### src/rtl/avw_pkg.sv
`timescale 1ns / 1ps
// ----------------------------------------------------------------------------
// avw_pkg: shared types and constants of the air/vacuum wavelength converter
// Register indexes, modes, status codes, datapath operations and the fixed
// dispersion coefficients of the direct conversion mode.
// ----------------------------------------------------------------------------
package avw_pkg;

    localparam int REG_W      = 40;
    localparam int MODE_W     = 2;
    localparam int CFG_IDX_W  = 3;
    localparam int STAT_W     = 2;
    localparam int PASS_OUT_W = 5;
    localparam int OP_W       = 4;

    localparam int MAX_PASSES_DEF = 30;
    localparam int WAVE_BITS_DEF  = 40;

    // configuration register indexes
    localparam logic [CFG_IDX_W-1:0] CFG_MODE = 3'd0;
    localparam logic [CFG_IDX_W-1:0] CFG_A    = 3'd1;
    localparam logic [CFG_IDX_W-1:0] CFG_B1   = 3'd2;
    localparam logic [CFG_IDX_W-1:0] CFG_C1   = 3'd3;
    localparam logic [CFG_IDX_W-1:0] CFG_B2   = 3'd4;
    localparam logic [CFG_IDX_W-1:0] CFG_C2   = 3'd5;
    localparam logic [CFG_IDX_W-1:0] CFG_WMIN = 3'd6;
    localparam logic [CFG_IDX_W-1:0] CFG_WMAX = 3'd7;

    // conversion modes
    localparam logic [MODE_W-1:0] MODE_V2A        = 2'd0;
    localparam logic [MODE_W-1:0] MODE_A2V_ITER   = 2'd1;
    localparam logic [MODE_W-1:0] MODE_A2V_DIRECT = 2'd2;
    localparam logic [MODE_W-1:0] MODE_PASS       = 2'd3;

    // result status codes
    localparam logic [STAT_W-1:0] ST_OK    = 2'd0;
    localparam logic [STAT_W-1:0] ST_BELOW = 2'd1;
    localparam logic [STAT_W-1:0] ST_ABOVE = 2'd2;
    localparam logic [STAT_W-1:0] ST_LIMIT = 2'd3;

    // datapath operations
    localparam logic [OP_W-1:0] OP_NONE      = 4'd0;
    localparam logic [OP_W-1:0] OP_LOAD      = 4'd1;
    localparam logic [OP_W-1:0] OP_SQ        = 4'd2;
    localparam logic [OP_W-1:0] OP_S         = 4'd3;
    localparam logic [OP_W-1:0] OP_T1        = 4'd4;
    localparam logic [OP_W-1:0] OP_T2        = 4'd5;
    localparam logic [OP_W-1:0] OP_AIR       = 4'd6;
    localparam logic [OP_W-1:0] OP_UPD       = 4'd7;
    localparam logic [OP_W-1:0] OP_DMUL      = 4'd8;
    localparam logic [OP_W-1:0] OP_RES_AIR   = 4'd9;
    localparam logic [OP_W-1:0] OP_RES_VAC   = 4'd10;
    localparam logic [OP_W-1:0] OP_RES_DIR   = 4'd11;
    localparam logic [OP_W-1:0] OP_RES_RANGE = 4'd12;
    localparam logic [OP_W-1:0] OP_RES_PASS  = 4'd13;

    // register reset values
    localparam logic [REG_W-1:0] WMIN_RESET = 40'd33554432000;
    localparam logic [REG_W-1:0] WMAX_RESET = 40'hFF_FFFF_FFFF;

    // 1e8 scaled by 2^80, numerator of s = 1e8 / w^2
    localparam logic [127:0] NUM_S = 128'd100000000 << 80;

    // fixed coefficients, rounded to nearest
    localparam logic [127:0] DIR_A_FULL =
        ((128'd8336624212083 << 40) + 128'd50000000000000000) / 128'd100000000000000000;
    localparam logic [127:0] DIR_B1_FULL =
        ((128'd2408926869968 << 40) + 128'd50000000000000) / 128'd100000000000000;
    localparam logic [127:0] DIR_C1_FULL =
        ((128'd1301065924522 << 32) + 128'd5000000000) / 128'd10000000000;
    localparam logic [127:0] DIR_B2_FULL =
        ((128'd1599740894897 << 40) + 128'd5000000000000000) / 128'd10000000000000000;
    localparam logic [127:0] DIR_C2_FULL =
        ((128'd3892568793293 << 32) + 128'd50000000000) / 128'd100000000000;

    localparam logic [REG_W-1:0] DIR_A  = DIR_A_FULL[REG_W-1:0];
    localparam logic [REG_W-1:0] DIR_B1 = DIR_B1_FULL[REG_W-1:0];
    localparam logic [REG_W-1:0] DIR_C1 = DIR_C1_FULL[REG_W-1:0];
    localparam logic [REG_W-1:0] DIR_B2 = DIR_B2_FULL[REG_W-1:0];
    localparam logic [REG_W-1:0] DIR_C2 = DIR_C2_FULL[REG_W-1:0];

    typedef struct packed {
        logic [OP_W-1:0] op;
    } dp_cmd_t;

    typedef struct packed {
        logic              unit_busy;
        logic              range_bad;
        logic              conv;
        logic              pass_limit;
        logic [MODE_W-1:0] mode;
    } dp_stat_t;

endpackage

### src/rtl/avw_ctrl.sv
`timescale 1ns / 1ps
// ----------------------------------------------------------------------------
// avw_ctrl: converter sequencer
// Steps the datapath through the range check, index evaluation, conversion and iteration.
// ----------------------------------------------------------------------------
module avw_ctrl (
    input  logic              clk,
    input  logic              rst_n,
    input  logic              start,
    output logic              busy,
    output logic              done,
    output avw_pkg::dp_cmd_t  cmd,
    input  avw_pkg::dp_stat_t stat
);

    localparam logic [3:0] S_IDLE = 4'd0;
    localparam logic [3:0] S_CHK  = 4'd1;
    localparam logic [3:0] S_SQ   = 4'd2;
    localparam logic [3:0] S_S    = 4'd3;
    localparam logic [3:0] S_T1   = 4'd4;
    localparam logic [3:0] S_T2   = 4'd5;
    localparam logic [3:0] S_AIR  = 4'd6;
    localparam logic [3:0] S_UPD  = 4'd7;
    localparam logic [3:0] S_DMUL = 4'd8;
    localparam logic [3:0] S_RAIR = 4'd9;
    localparam logic [3:0] S_RVAC = 4'd10;
    localparam logic [3:0] S_RDIR = 4'd11;
    localparam logic [3:0] S_DONE = 4'd12;

    logic [3:0] state_reg, state_next;
    logic       issued_reg, issued_next;
    logic [avw_pkg::OP_W-1:0] op_st;
    logic [3:0] succ;

    // operation and successor of each step
    always_comb
    begin
        unique case (state_reg)
            S_SQ:   begin op_st = avw_pkg::OP_SQ;   succ = S_S;  end
            S_S:    begin op_st = avw_pkg::OP_S;    succ = S_T1; end
            S_T1:   begin op_st = avw_pkg::OP_T1;   succ = S_T2; end
            S_T2:
            begin
                op_st = avw_pkg::OP_T2;
                succ  = (stat.mode == avw_pkg::MODE_A2V_DIRECT) ? S_DMUL : S_AIR;
            end
            S_AIR:
            begin
                op_st = avw_pkg::OP_AIR;
                succ  = (stat.mode == avw_pkg::MODE_A2V_ITER) ? S_UPD : S_RAIR;
            end
            S_UPD:
            begin
                op_st = avw_pkg::OP_UPD;
                succ  = (stat.conv || stat.pass_limit) ? S_RVAC : S_SQ;
            end
            S_DMUL: begin op_st = avw_pkg::OP_DMUL;    succ = S_RDIR; end
            S_RAIR: begin op_st = avw_pkg::OP_RES_AIR; succ = S_DONE; end
            S_RVAC: begin op_st = avw_pkg::OP_RES_VAC; succ = S_DONE; end
            S_RDIR: begin op_st = avw_pkg::OP_RES_DIR; succ = S_DONE; end
            default: begin op_st = avw_pkg::OP_NONE;   succ = S_IDLE; end
        endcase
    end

    always_comb
    begin
        state_next  = state_reg;
        issued_next = issued_reg;
        cmd.op      = avw_pkg::OP_NONE;
        priority if (state_reg == S_IDLE)
        begin
            if (start)
            begin
                cmd.op     = avw_pkg::OP_LOAD;
                state_next = S_CHK;
            end
        end
        else if (state_reg == S_CHK)
        begin
            if (stat.range_bad)
            begin
                cmd.op     = avw_pkg::OP_RES_RANGE;
                state_next = S_DONE;
            end
            else if (stat.mode == avw_pkg::MODE_PASS)
            begin
                cmd.op     = avw_pkg::OP_RES_PASS;
                state_next = S_DONE;
            end
            else
            begin
                state_next = S_SQ;
            end
        end
        else if (state_reg == S_DONE)
        begin
            state_next = S_IDLE;
        end
        else if (!issued_reg)
        begin
            cmd.op      = op_st;
            issued_next = 1'b1;
        end
        else if (!stat.unit_busy)
        begin
            issued_next = 1'b0;
            state_next  = succ;
        end
    end

    always_ff @(posedge clk or negedge rst_n)
    begin
        if (!rst_n)
        begin
            state_reg  <= S_IDLE;
            issued_reg <= 1'b0;
        end
        else
        begin
            state_reg  <= state_next;
            issued_reg <= issued_next;
        end
    end

    assign busy = state_reg != S_IDLE;
    assign done = state_reg == S_DONE;

    a_done_single: assert property (@(posedge clk) disable iff (!rst_n)
        done |=> !done)
        else $error("result strobe longer than one cycle");

    a_accept_busy: assert property (@(posedge clk) disable iff (!rst_n)
        (start && !busy) |=> busy)
        else $error("accepted word did not start work");

    a_unit_idle: assert property (@(posedge clk) disable iff (!rst_n)
        stat.unit_busy |-> busy)
        else $error("arithmetic unit active while sequencer idle");

endmodule

### config.mk
export PLATFORM = sky130hd
export DESIGN_NAME = avw_ctrl
export DESIGN_NICKNAME = d
export VERILOG_FILES = /design/src/rtl/avw_pkg.sv /design/src/rtl/avw_ctrl.sv
export SDC_FILE = /design/constraint.sdc
export NUM_CORES = 1
export LEC_CHECK = 0
export BUFFER_PORTS_ARGS = -buffer_cell sky130_fd_sc_hd__buf_4
export CORE_MARGIN = 1.5
export CORE_UTILIZATION = 35
export CTS_CLUSTER_SIZE = 16
export DETAILED_ROUTE_END_ITERATION = 6
export HOLD_SLACK_MARGIN = 0.1
export MAX_ROUTING_LAYER = met4
export PLACE_DENSITY_LB_ADDON = 0.15
export SETUP_SLACK_MARGIN = 0.15
export SLEW_MARGIN = 30
export SYNTH_ARGS = -nofsm -noshare
export SYNTH_HDL_FRONTEND = slang
export SYNTH_SLANG_ARGS = --single-unit
### constraint.sdc
create_clock -name clk -period 3.6 [get_ports clk]
set_clock_uncertainty 0.2 [all_clocks]
set_input_delay 0.72 -clock clk [delete_from_list [all_inputs] [get_ports clk]]
set_output_delay 0.72 -clock clk [all_outputs]
set_load 0.05 [all_outputs]
# Word level (Yosys, flattened, before mapping)
# Cells that the tools add are included.
# word_totals
input_bits,9
output_inout_bits,6
register_bits,5
latch_bits,0
mem_count,0
rom_bits,0
elab_cells,51
ramBits,0
# classes
n_shift,0
add_sub_neg,0
mux,22
mul,0
n_bitwise,3
n_eq_ne,17
div_mod_pow,0
n_reduce_logical,7
order_cmp,0
# op_table
cell,n
$mux W4,17
$pmux W4 S10,1
$pmux W4 S8,1
$eq A4 B4 Y1 const B,5
$eq A4 B3 Y1 const B,4
$eq A4 B2 Y1 const B,2
$reduce_bool A4 Y1,2
$reduce_and A3 Y1,2
$eq A2 B2 Y1 const B,2
$eq A4 B1 Y1 const B,1
$logic_not A4 Y1,1
$ne A4 B2 Y1 const B,1
$mux W1,3
$not A1 Y1,3
$reduce_or A3 Y1,1
$eq A2 B1 Y1 const B,1
$ne A2 B2 Y1 const B,1
$logic_or A1 B1 Y1,1

# Depth between registers and ports, before layout
# Gate-level depths: netlist of the first run.
# logic_depth
depth_word,8
mapped_depth,7
mapped_depth_nobuf,7

# Worst setup path before layout of the first run
# No wires, ideal clock.
# synth_path
path_kind,register to output
start,register state_reg[2]
end,output port cmd[0] (netlist bit)
setup_slack_ps,425
stages_incl_launch_ff,6
arrival_time_ps,2255
n_path_buf,1
t_required_ps,2680
cell_sequence,dfrtp_1 > inv_1 > ha_1 > buf_2 > nand3_1 > o22ai_1
# synth_rtl
element,line_no,text
from (decl),avw_ctrl.sv:30,"logic [3:0] state_reg, state_next;"
from (signal assigned),avw_ctrl.sv:120,state_reg <= state_next;
to (decl),avw_ctrl.sv:12,"output avw_pkg::dp_cmd_t cmd,"

==> flow_summary.ini, run 1 <==
[synth]
yosys_warnings = 0
avgSynthCellArea_um2 = 7.379
ys_seq_elements = 5
synth_nets = 91
async_reset_ff_share_pct = 100.0
synthCells = 78
ys.flop_type = dfrtp_1
ys_seq_area_share_pct = 21.74
synth_edf_count = 0
yosysUniqueCellTypes = 28
synth_area_um2 = 575.6

[global_routing]
grt_max_degree = 14
grt_overflow = 0
grt_pass1_vias = 557
grt_first_pass_wirelength_mm = 2.352
antenna_found_initial = 0
grt_usage_pct = 16.62

[cells_and_area]
drive_gt1_share_pct = 23.66
antenna_cells = 0
layout_commonest_cell = buf_4
largest_reg_flops = 4
final_cell_mix = buf_4, a21oi_1, o21ai_0
final_area_um2 = 716.9
area_growth_pct = 24.57
nets = 107

[worst_hold_path]
min-delay-start = issued_reg
holdCritPathClass = register to register

[clocking]
numCtsBuffers = 3
cts_buffer_depth = 2
clk_pin_slew_ps = 50
cts.sinks = 5
cts_tree = built
cts_max_level = 1
cts_resized = 0
cts_root_buf = clkbuf_4
clk-insertion-delay-late_ps = 240

[die]
die_w_um = 43.55
die_h_um = 43.55
rows = 14
core_um2 = 1524
initial_core_util_pct = 37.77
dieArea_um2 = 1897
pin_count = 15

[timing]
drv_slew = 0
holdWs_ps = 363.4
max_freq_ghz = 0.3433
grt_setup_unrepaired = false
finalHoldViolations = 0
setup_slack_ps = 687.2
post-route-period-util_pct = 80.91
finalSetupViolCount = 0
relSlewSlack_pct = 68.12
fin_crit_ps = 2913
tns_ps = 0
tightest_slew_ps = 478.2

[worst_setup_path]
end_kind = output pin
crit_slowest_cell = dfrtp_1
path_delay_family = simple AND/OR/NAND/NOR gates
cp.required_ps = 2680
arrival_ps = 1990
startpoint = state_reg[2]
worstSetupPathType = register to output pin
crit_path_start_kind = register
r2r_start = state_reg[2]
reg2reg_slack_ps = 1470
path_max_fanout = 12
worst-path-buf-inv = 2
critical-path-max-stage-delay_ps = 400
cp_cell_sequence = inv_1, ha_1, nand2b_1, nor3_1, a21oi_1, o22ai_1, buf_4

[run]
drv_cap = 0

[power]
combPwrFrac_pct = 72.3
ir_worst_vdd_v = 0.0003503
powerDensity_nw_per_um2 = 1001
power_frac_seq_pct = 18.6
totalPowerFinal_uw = 717.3
pwr-share-clk_pct = 9.1
p_int_uw = 303.3
switchingPower_uw = 414.1
swShare_pct = 57.72
p_leak_nw = 0.3177

[routing]
drt-pass1-iter-count = 4
drtIter0Drc = 16
vias = 624
met2_length_um = 668
wl_mm = 1.390
viasPerCell = 5.725
ant_nets = 0
met1_length_um = 647
drc = 0
wl_per_cell_um = 12.75
route.met3.wl_um = 74
top_layer = met3

[placement]
pre_cts_slack_ps = 948.8
placed_cell_area_um2 = 680.7
port_buffers = 14
dp_hpwl_mm = 1.113
place_congestion = 0.7801

[status]
outcome = completed
## repair_timing
action	in CTS	in global routing
hold buffers	1	0
buffers inserted	0	0
hold endpoints to repair	5	0
## power groups by stage
stage	registers [mW]	clock network (mW)	logic [mW]
after CTS	0.134	0.0675	0.519
after detailed placement	0.135	0	0.517
after global placement	0.136	0	0.517
final	0.134	0.0653	0.518
after global routing	0.138	0.0762	0.568
after floorplan	0.104	0	0.428
## cell usage after synthesis (2+ instances only)
master | number | area share, %
a21oi_1 | 10 | 8.7
o21ai_0 | 8 | 7.0
nand2_1 | 7 | 4.6
inv_1 | 6 | 3.9
dfrtp_1 | 5 | 22
buf_2 | 4 | 3.5
ha_1 | 4 | 8.7
nor3_1 | 4 | 3.5
nand3_1 | 3 | 2.6
nor2_1 | 3 | 2.0
a2111oi_0 | 2 | 3.0
a211oi_1 | 2 | 2.6
a21o_1 | 2 | 2.6
nand2b_1 | 2 | 2.2
nor2b_1 | 2 | 2.2
o21bai_1 | 2 | 2.6
## per-stage QoR
step | util [%] | std cells
CTS | 47.04 | 109
floorplan | - | 78
finish | 47.04 | 109
global route | 47.04 | 109
detailed placement | 44.66 | 104
global placement | 44.66 | 104
## logic make-up after synthesis
| group | Yosys count | synth area share (%) |
|---|---|---|
| adders and majority gates | 4 | 8.696 |
| AOI/OAI and AO/OA | 35 | 40.22 |
| DFF | 5 | 21.74 |
| buffers and inverters | 11 | 8.043 |
| and+or+nand+nor | 23 | 21.30 |
## worst paths after layout
| check | end | depth (start not counted) |
|---|---|---|
| max in group asynchronous | state_reg[3] | 2 |
| max | cmd[0] | 7 |
| min in group asynchronous | state_reg[0] | 2 |
| min reg2reg | issued_reg | 1 |
| min | issued_reg | 1 |
| max reg2reg | state_reg[2] | 7 |
## layout make-up
class | instances | area (µm²)
Sequential cell | 5 | 125.1
Fill cell | 166 | 807.0
Timing Repair Buffer | 15 | 115.1
Clock buffer | 4 | 26.28
Tap cell | 16 | 20.02
Inverter | 7 | 26.28
Multi-Input combinational cell | 62 | 404.1
## worst register-to-register path: stages (launching register included)
cell      delay [ps]
dfrtp_1          400
inv_1             90
ha_1             400
nand2b_1         220
a21oi_1          320
nor3_1           120
a21oi_1          170
o31ai_2           80
## routing by layer
metal	vias to the layer above	track usage [%]
met5	-	-
met4	0	1.818
met3	0	5.417
li1	318	-
met1	288	20.66
met2	18	27.06
Note: power is estimated with default switching activity, not from simulation.
==> inputs of run 2 (changes only) <==
==> constraint.sdc (replaced) <==
create_clock -name clk -period 2.8 [get_ports clk]
set_clock_uncertainty 0.2 [all_clocks]
set_input_delay 0.56 -clock clk [delete_from_list [all_inputs] [get_ports clk]]
set_output_delay 0.56 -clock clk [all_outputs]
set_load 0.05 [all_outputs]
==> run 2 against run 1 <==
Compared with the run above: non-clock buffer count is 1 higher; final cell count is 0.92% higher; combinational power is 40% higher; via count is 0.96% higher; sequential share of layout area is 0.92 points lower; worst hold slack better by 5.8 ps; first-iteration DRC count is 69% lower; register-to-register slack worse by 550 ps; routed wire length is 3.1% higher; clock power is 26% higher; flip-flop and latch count stayed put.
==> flow_summary.ini, run 2 (same netlist as run 1, synthesis figures left out) <==
[routing]
vias = 630
wl_per_cell_um = 13.03
ant_nets = 0
drt-pass1-iter-count = 4
drtIter0Drc = 5
wl_mm = 1.433
drc = 0
viasPerCell = 5.727

[clocking]
cts_buffer_depth = 2
cts_root_buf = clkbuf_4
cts.sinks = 5
clk_pin_slew_ps = 40
cts_tree = built
numCtsBuffers = 3
clk-insertion-delay-late_ps = 240
post_cts_buffers = 0
cts_max_level = 1

[global_routing]
grt_pass1_vias = 551
grt_first_pass_wirelength_mm = 2.380
grt_usage_pct = 17.08
antenna_found_initial = 0
grt_use_met1_pct = 23.02
grt_util_met2_pct = 24.71
grt_overflow = 0
grt_max_degree = 14
grt-busiest-layer = met2
grtUsageMet3_pct = 4.167

[cells_and_area]
fin_util_pct = 49.67
final_cell_mix = buf_4, a21oi_1, nand2_1, o21ai_0, inv_1
drive_gt1_share_pct = 30.85
area_growth_pct = 31.52
antenna_cells = 0
nets = 108
largest_reg_flops = 4
layout_commonest_cell = buf_4

[placement]
port_buffers = 14
dp_hpwl_mm = 1.121
place_congestion = 0.8513

[power]
combPwrFrac_pct = 74.1
p_leak_nw = 0.3250
switchingPower_uw = 549.5
pwr-share-clk_pct = 8.4
powerDensity_nw_per_um2 = 1290
power_frac_seq_pct = 17.4
swShare_pct = 56.29
p_int_uw = 426.7
ir_worst_vdd_v = 0.0005283

[timing]
tightest_slew_ps = 453.7
finalSetupViolCount = 0
max_freq_ghz = 0.4020
grt_setup_unrepaired = false
relSlewSlack_pct = 69.75
drv_slew = 0
finalHoldViolations = 0
post-route-period-util_pct = 88.84
tns_ps = 0
fin_crit_ps = 2488

[die]
die_w_um = 43.55
dieArea_um2 = 1897
core_um2 = 1524
die_h_um = 43.55
pin_count = 15
initial_core_util_pct = 37.77
rows = 14

[worst_setup_path]
crit_path_start_kind = register
path_delay_family = compound AO/OA/AOI/OAI gates
worstSetupPathType = register to output pin
crit_slowest_cell = dfrtp_1
cp.required_ps = 2040
arrival_ps = 1730
cp_cell_sequence = inv_1, ha_2, o21ai_2, o21ai_0, a21oi_1, o22ai_2, buf_4
critical-path-max-stage-delay_ps = 400
worst-path-buf-inv = 2
end_kind = output pin
path_max_fanout = 6

[worst_hold_path]
holdCritPathClass = register to register

[status]
outcome = completed

[run]
drv_cap = 0
[run 2: power groups by stage]
stage                     Clock (mW)  Sequential, mW  Combinational (mW)
after detailed placement           0           0.171               0.682
after CTS                     0.0869           0.170               0.693
after global placement             0           0.173               0.681
after global routing          0.0944           0.179               0.786
final                         0.0823           0.170               0.724
after floorplan                    0           0.135               0.562
[run 2: path summary, 6_finish.rpt]
kind / start / slack, ps / cells after the start / end
hold / removal: state_reg[2] / 370 / 2 / state_reg[2]
min in group asynchronous: rst_n / 470 / 2 / state_reg[2]
hold reg to reg: state_reg[2] / 370 / 2 / state_reg[2]
setup reg to reg: state_reg[2] / 920 / 5 / state_reg[2]
max in group asynchronous: rst_n / 1830 / 2 / state_reg[1]
setup / recovery: state_reg[2] / 310 / 7 / cmd[0]
[run 2: metrics by stage]
step	instances	setup WS, ps	cell area (µm²)	hold slack, ps	power (mW)
6_report	110	312.5	757.0	369.3	0.9762
5_1_grt	110	148.5	757.0	415.1	1.060
4_1_cts	110	202.8	738.2	377.2	0.9495
3_5_place_dp	105	333.7	699.4	164.5	0.8539
3_3_place_gp	105	389.5	699.4	163.4	0.8531
2_1_floorplan	78	70.55	586.8	64.41	0.6972
[run 2: worst reg2reg max path: stages (launching register included)]
cell and delay (ps):
dfrtp_1 400, ha_1 240, nor3b_4 170, o21bai_1 190, a211o_1 330, o31ai_2 250
[run 2: what timing repair did]
item | in CTS | in global routing
hold endpoints to repair | 5 | 0
setup endpoints to repair | 3 | 3
hold buffers | 1 | 0
resized for setup | 2 | 4
[run 2: cell type report]
type,count,area (µm²)
clock buffers,4,26.28
fillers,172,767.0
inverters,7,26.28
multi-input cells,62,436.7
flip-flops and latches,5,125.1
well taps,16,20.02
repair buffers,16,122.6
[run 2: layer usage]
| metal | wire [µm] | vias up | share of wire, % |
|---|---|---|---|
| li1 | - | 319 | - |
| met3 | 81 | 2 | 5.7 |
| met5 | 0 | - | 0 |
| met4 | 16 | 0 | 1.1 |
| met1 | 677 | 290 | 47 |
| met2 | 658 | 19 | 46 |
==> inputs of run 3 (changes only) <==
--- a/config.mk
+++ b/config.mk
@@ -13,6 +13,7 @@
 export HOLD_SLACK_MARGIN = 0.1
 export MAX_ROUTING_LAYER = met4
 export PLACE_DENSITY_LB_ADDON = 0.15
+export RECOVER_POWER = 100
 export SETUP_SLACK_MARGIN = 0.15
 export SLEW_MARGIN = 30
 export SYNTH_ARGS = -nofsm -noshare
==> run 3 against run 2 <==
Compared with the run above: utilization fell by 1.9 points; via count fell by 0.95%; sequential share of layout area rose by 0.65 points; total power fell by 4.8%; count of clock-buffer cells in the layout did not move; highest routed layer unchanged; clock power barely moved; sequential power barely moved; largest power group unchanged.
==> flow_summary.ini, run 3 (same netlist as run 1, synthesis figures left out) <==
[status]
outcome = completed

[timing]
max_freq_ghz = 0.3938
finalHoldViolations = 0
drv_slew = 0
relSlewSlack_pct = 60.98
grt_setup_unrepaired = false
tns_ps = 0
finalSetupViolCount = 0
post-route-period-util_pct = 90.69
fin_crit_ps = 2539
tightest_slew_ps = 587.8

[worst_setup_path]
crit_slowest_cell = dfrtp_1
end_kind = output pin
worstSetupPathType = register to output pin
cp_cell_sequence = inv_1, ha_2, o21ai_1, o21ai_0, a21oi_1, o22ai_2, buf_4
arrival_ps = 1780
cp.required_ps = 2040
crit_path_start_kind = register
path_max_fanout = 6
critical-path-max-stage-delay_ps = 380

[clocking]
cts.sinks = 5
cts_buffer_depth = 2
clk-insertion-delay-late_ps = 240
cts_tree = built
cts_max_level = 1
cts_root_buf = clkbuf_4
clk_pin_slew_ps = 40
numCtsBuffers = 3

[cells_and_area]
antenna_cells = 0
num-fill-cells = 179
final_cell_mix = a21oi_1, buf_4, o21ai_0
area_growth_pct = 26.52
largest_reg_flops = 4
fin_util_pct = 47.78
drive_gt1_share_pct = 24.47
layout_commonest_cell = a21oi_1
nets = 108

[routing]
drt-pass1-iter-count = 4
wl_per_cell_um = 13.10
drc = 0
ant_nets = 0
drtIter0Drc = 6
wl_mm = 1.441
viasPerCell = 5.673
vias = 624

[placement]
place_congestion = 0.8513
port_buffers = 14
dp_hpwl_mm = 1.121

[die]
core_um2 = 1524
die_h_um = 43.55
dieArea_um2 = 1897
pin_count = 15
rows = 14
initial_core_util_pct = 37.77
die_w_um = 43.55

[global_routing]
grt_pass1_vias = 551
grt_max_degree = 14
grt_first_pass_wirelength_mm = 2.380
grt_overflow = 0
antenna_found_initial = 0
grt_usage_pct = 17.08

[power]
swShare_pct = 57.88
power_frac_seq_pct = 18.3
combPwrFrac_pct = 72.9
pwr-share-clk_pct = 8.9
p_int_uw = 391.5
ir_worst_vdd_v = 0.0005215
switchingPower_uw = 537.9
p_leak_nw = 0.3063
powerDensity_nw_per_um2 = 1276

[worst_hold_path]
holdCritPathClass = register to register

[run]
drv_cap = 0
[run 3: per-stage QoR]
step	std cells	hold WS [ps]	setup slack (ps)	instance area, µm²	total power [mW]
global placement	105	163.4	389.5	699.4	0.8531
CTS	110	377.2	202.8	738.2	0.9495
detailed placement	105	164.5	333.7	699.4	0.8539
finish	110	369.3	260.8	728.2	0.9293
global route	110	410.2	78.42	728.2	1.013
floorplan	78	64.41	70.55	586.8	0.6972
[run 3: critical path, delay by kind of cell (launching register included)]
family | cells | cell delay (ps)
flops | 1 | 380
buf+inv | 2 | 290
compound gates | 4 | 620
fa+ha+maj | 1 | 240
[run 3: cell type report]
type,count,area [µm²],area share (%)
inverter,7,26.28,3.608
timing repair buffer,16,102.6,14.09
multi-input combinational,62,427.9,58.76
clock buffer,4,26.28,3.608
sequential,5,125.1,17.18
tap,16,20.02,2.749
[run 3: power by group through the flow]
stage                     Combinational (mW)  Clock, mW  Sequential, mW
after floorplan                        0.562          0           0.135
after global placement                 0.681          0           0.173
after detailed placement               0.682          0           0.171
after CTS                              0.693     0.0869           0.170
after global routing                   0.740     0.0944           0.179
final                                  0.677     0.0823           0.170
[run 3: path summary, 6_finish.rpt]
path | from | to | slack, ps | cells after the start
worst max-delay path | state_reg[2] | cmd[0] | 260 | 7
worst min-delay path | state_reg[2] | state_reg[2] | 370 | 2
worst max register to register | state_reg[3] | state_reg[2] | 730 | 6
worst min register to register | state_reg[2] | state_reg[2] | 370 | 2
max in group asynchronous | rst_n | state_reg[1] | 1670 | 2
min in group asynchronous | rst_n | state_reg[2] | 510 | 2
[run 3: metal layers]
layer | up-vias | GRT usage [%] | routed length [µm]
met5 | - | - | 0
met4 | 0 | 6.061 | 16
met3 | 2 | 4.167 | 65
met2 | 14 | 24.71 | 658
met1 | 290 | 23.02 | 701
li1 | 318 | - | -
[run 3: what timing repair did]
| item | in CTS | in global routing |
|---|---|---|
| setup buffers | 0 | 0 |
| hold endpoints to repair | 5 | 0 |
| resized for setup | 2 | 4 |
| endpoints found under the setup margin | 3 | 3 |
| hold buffers | 1 | 0 |
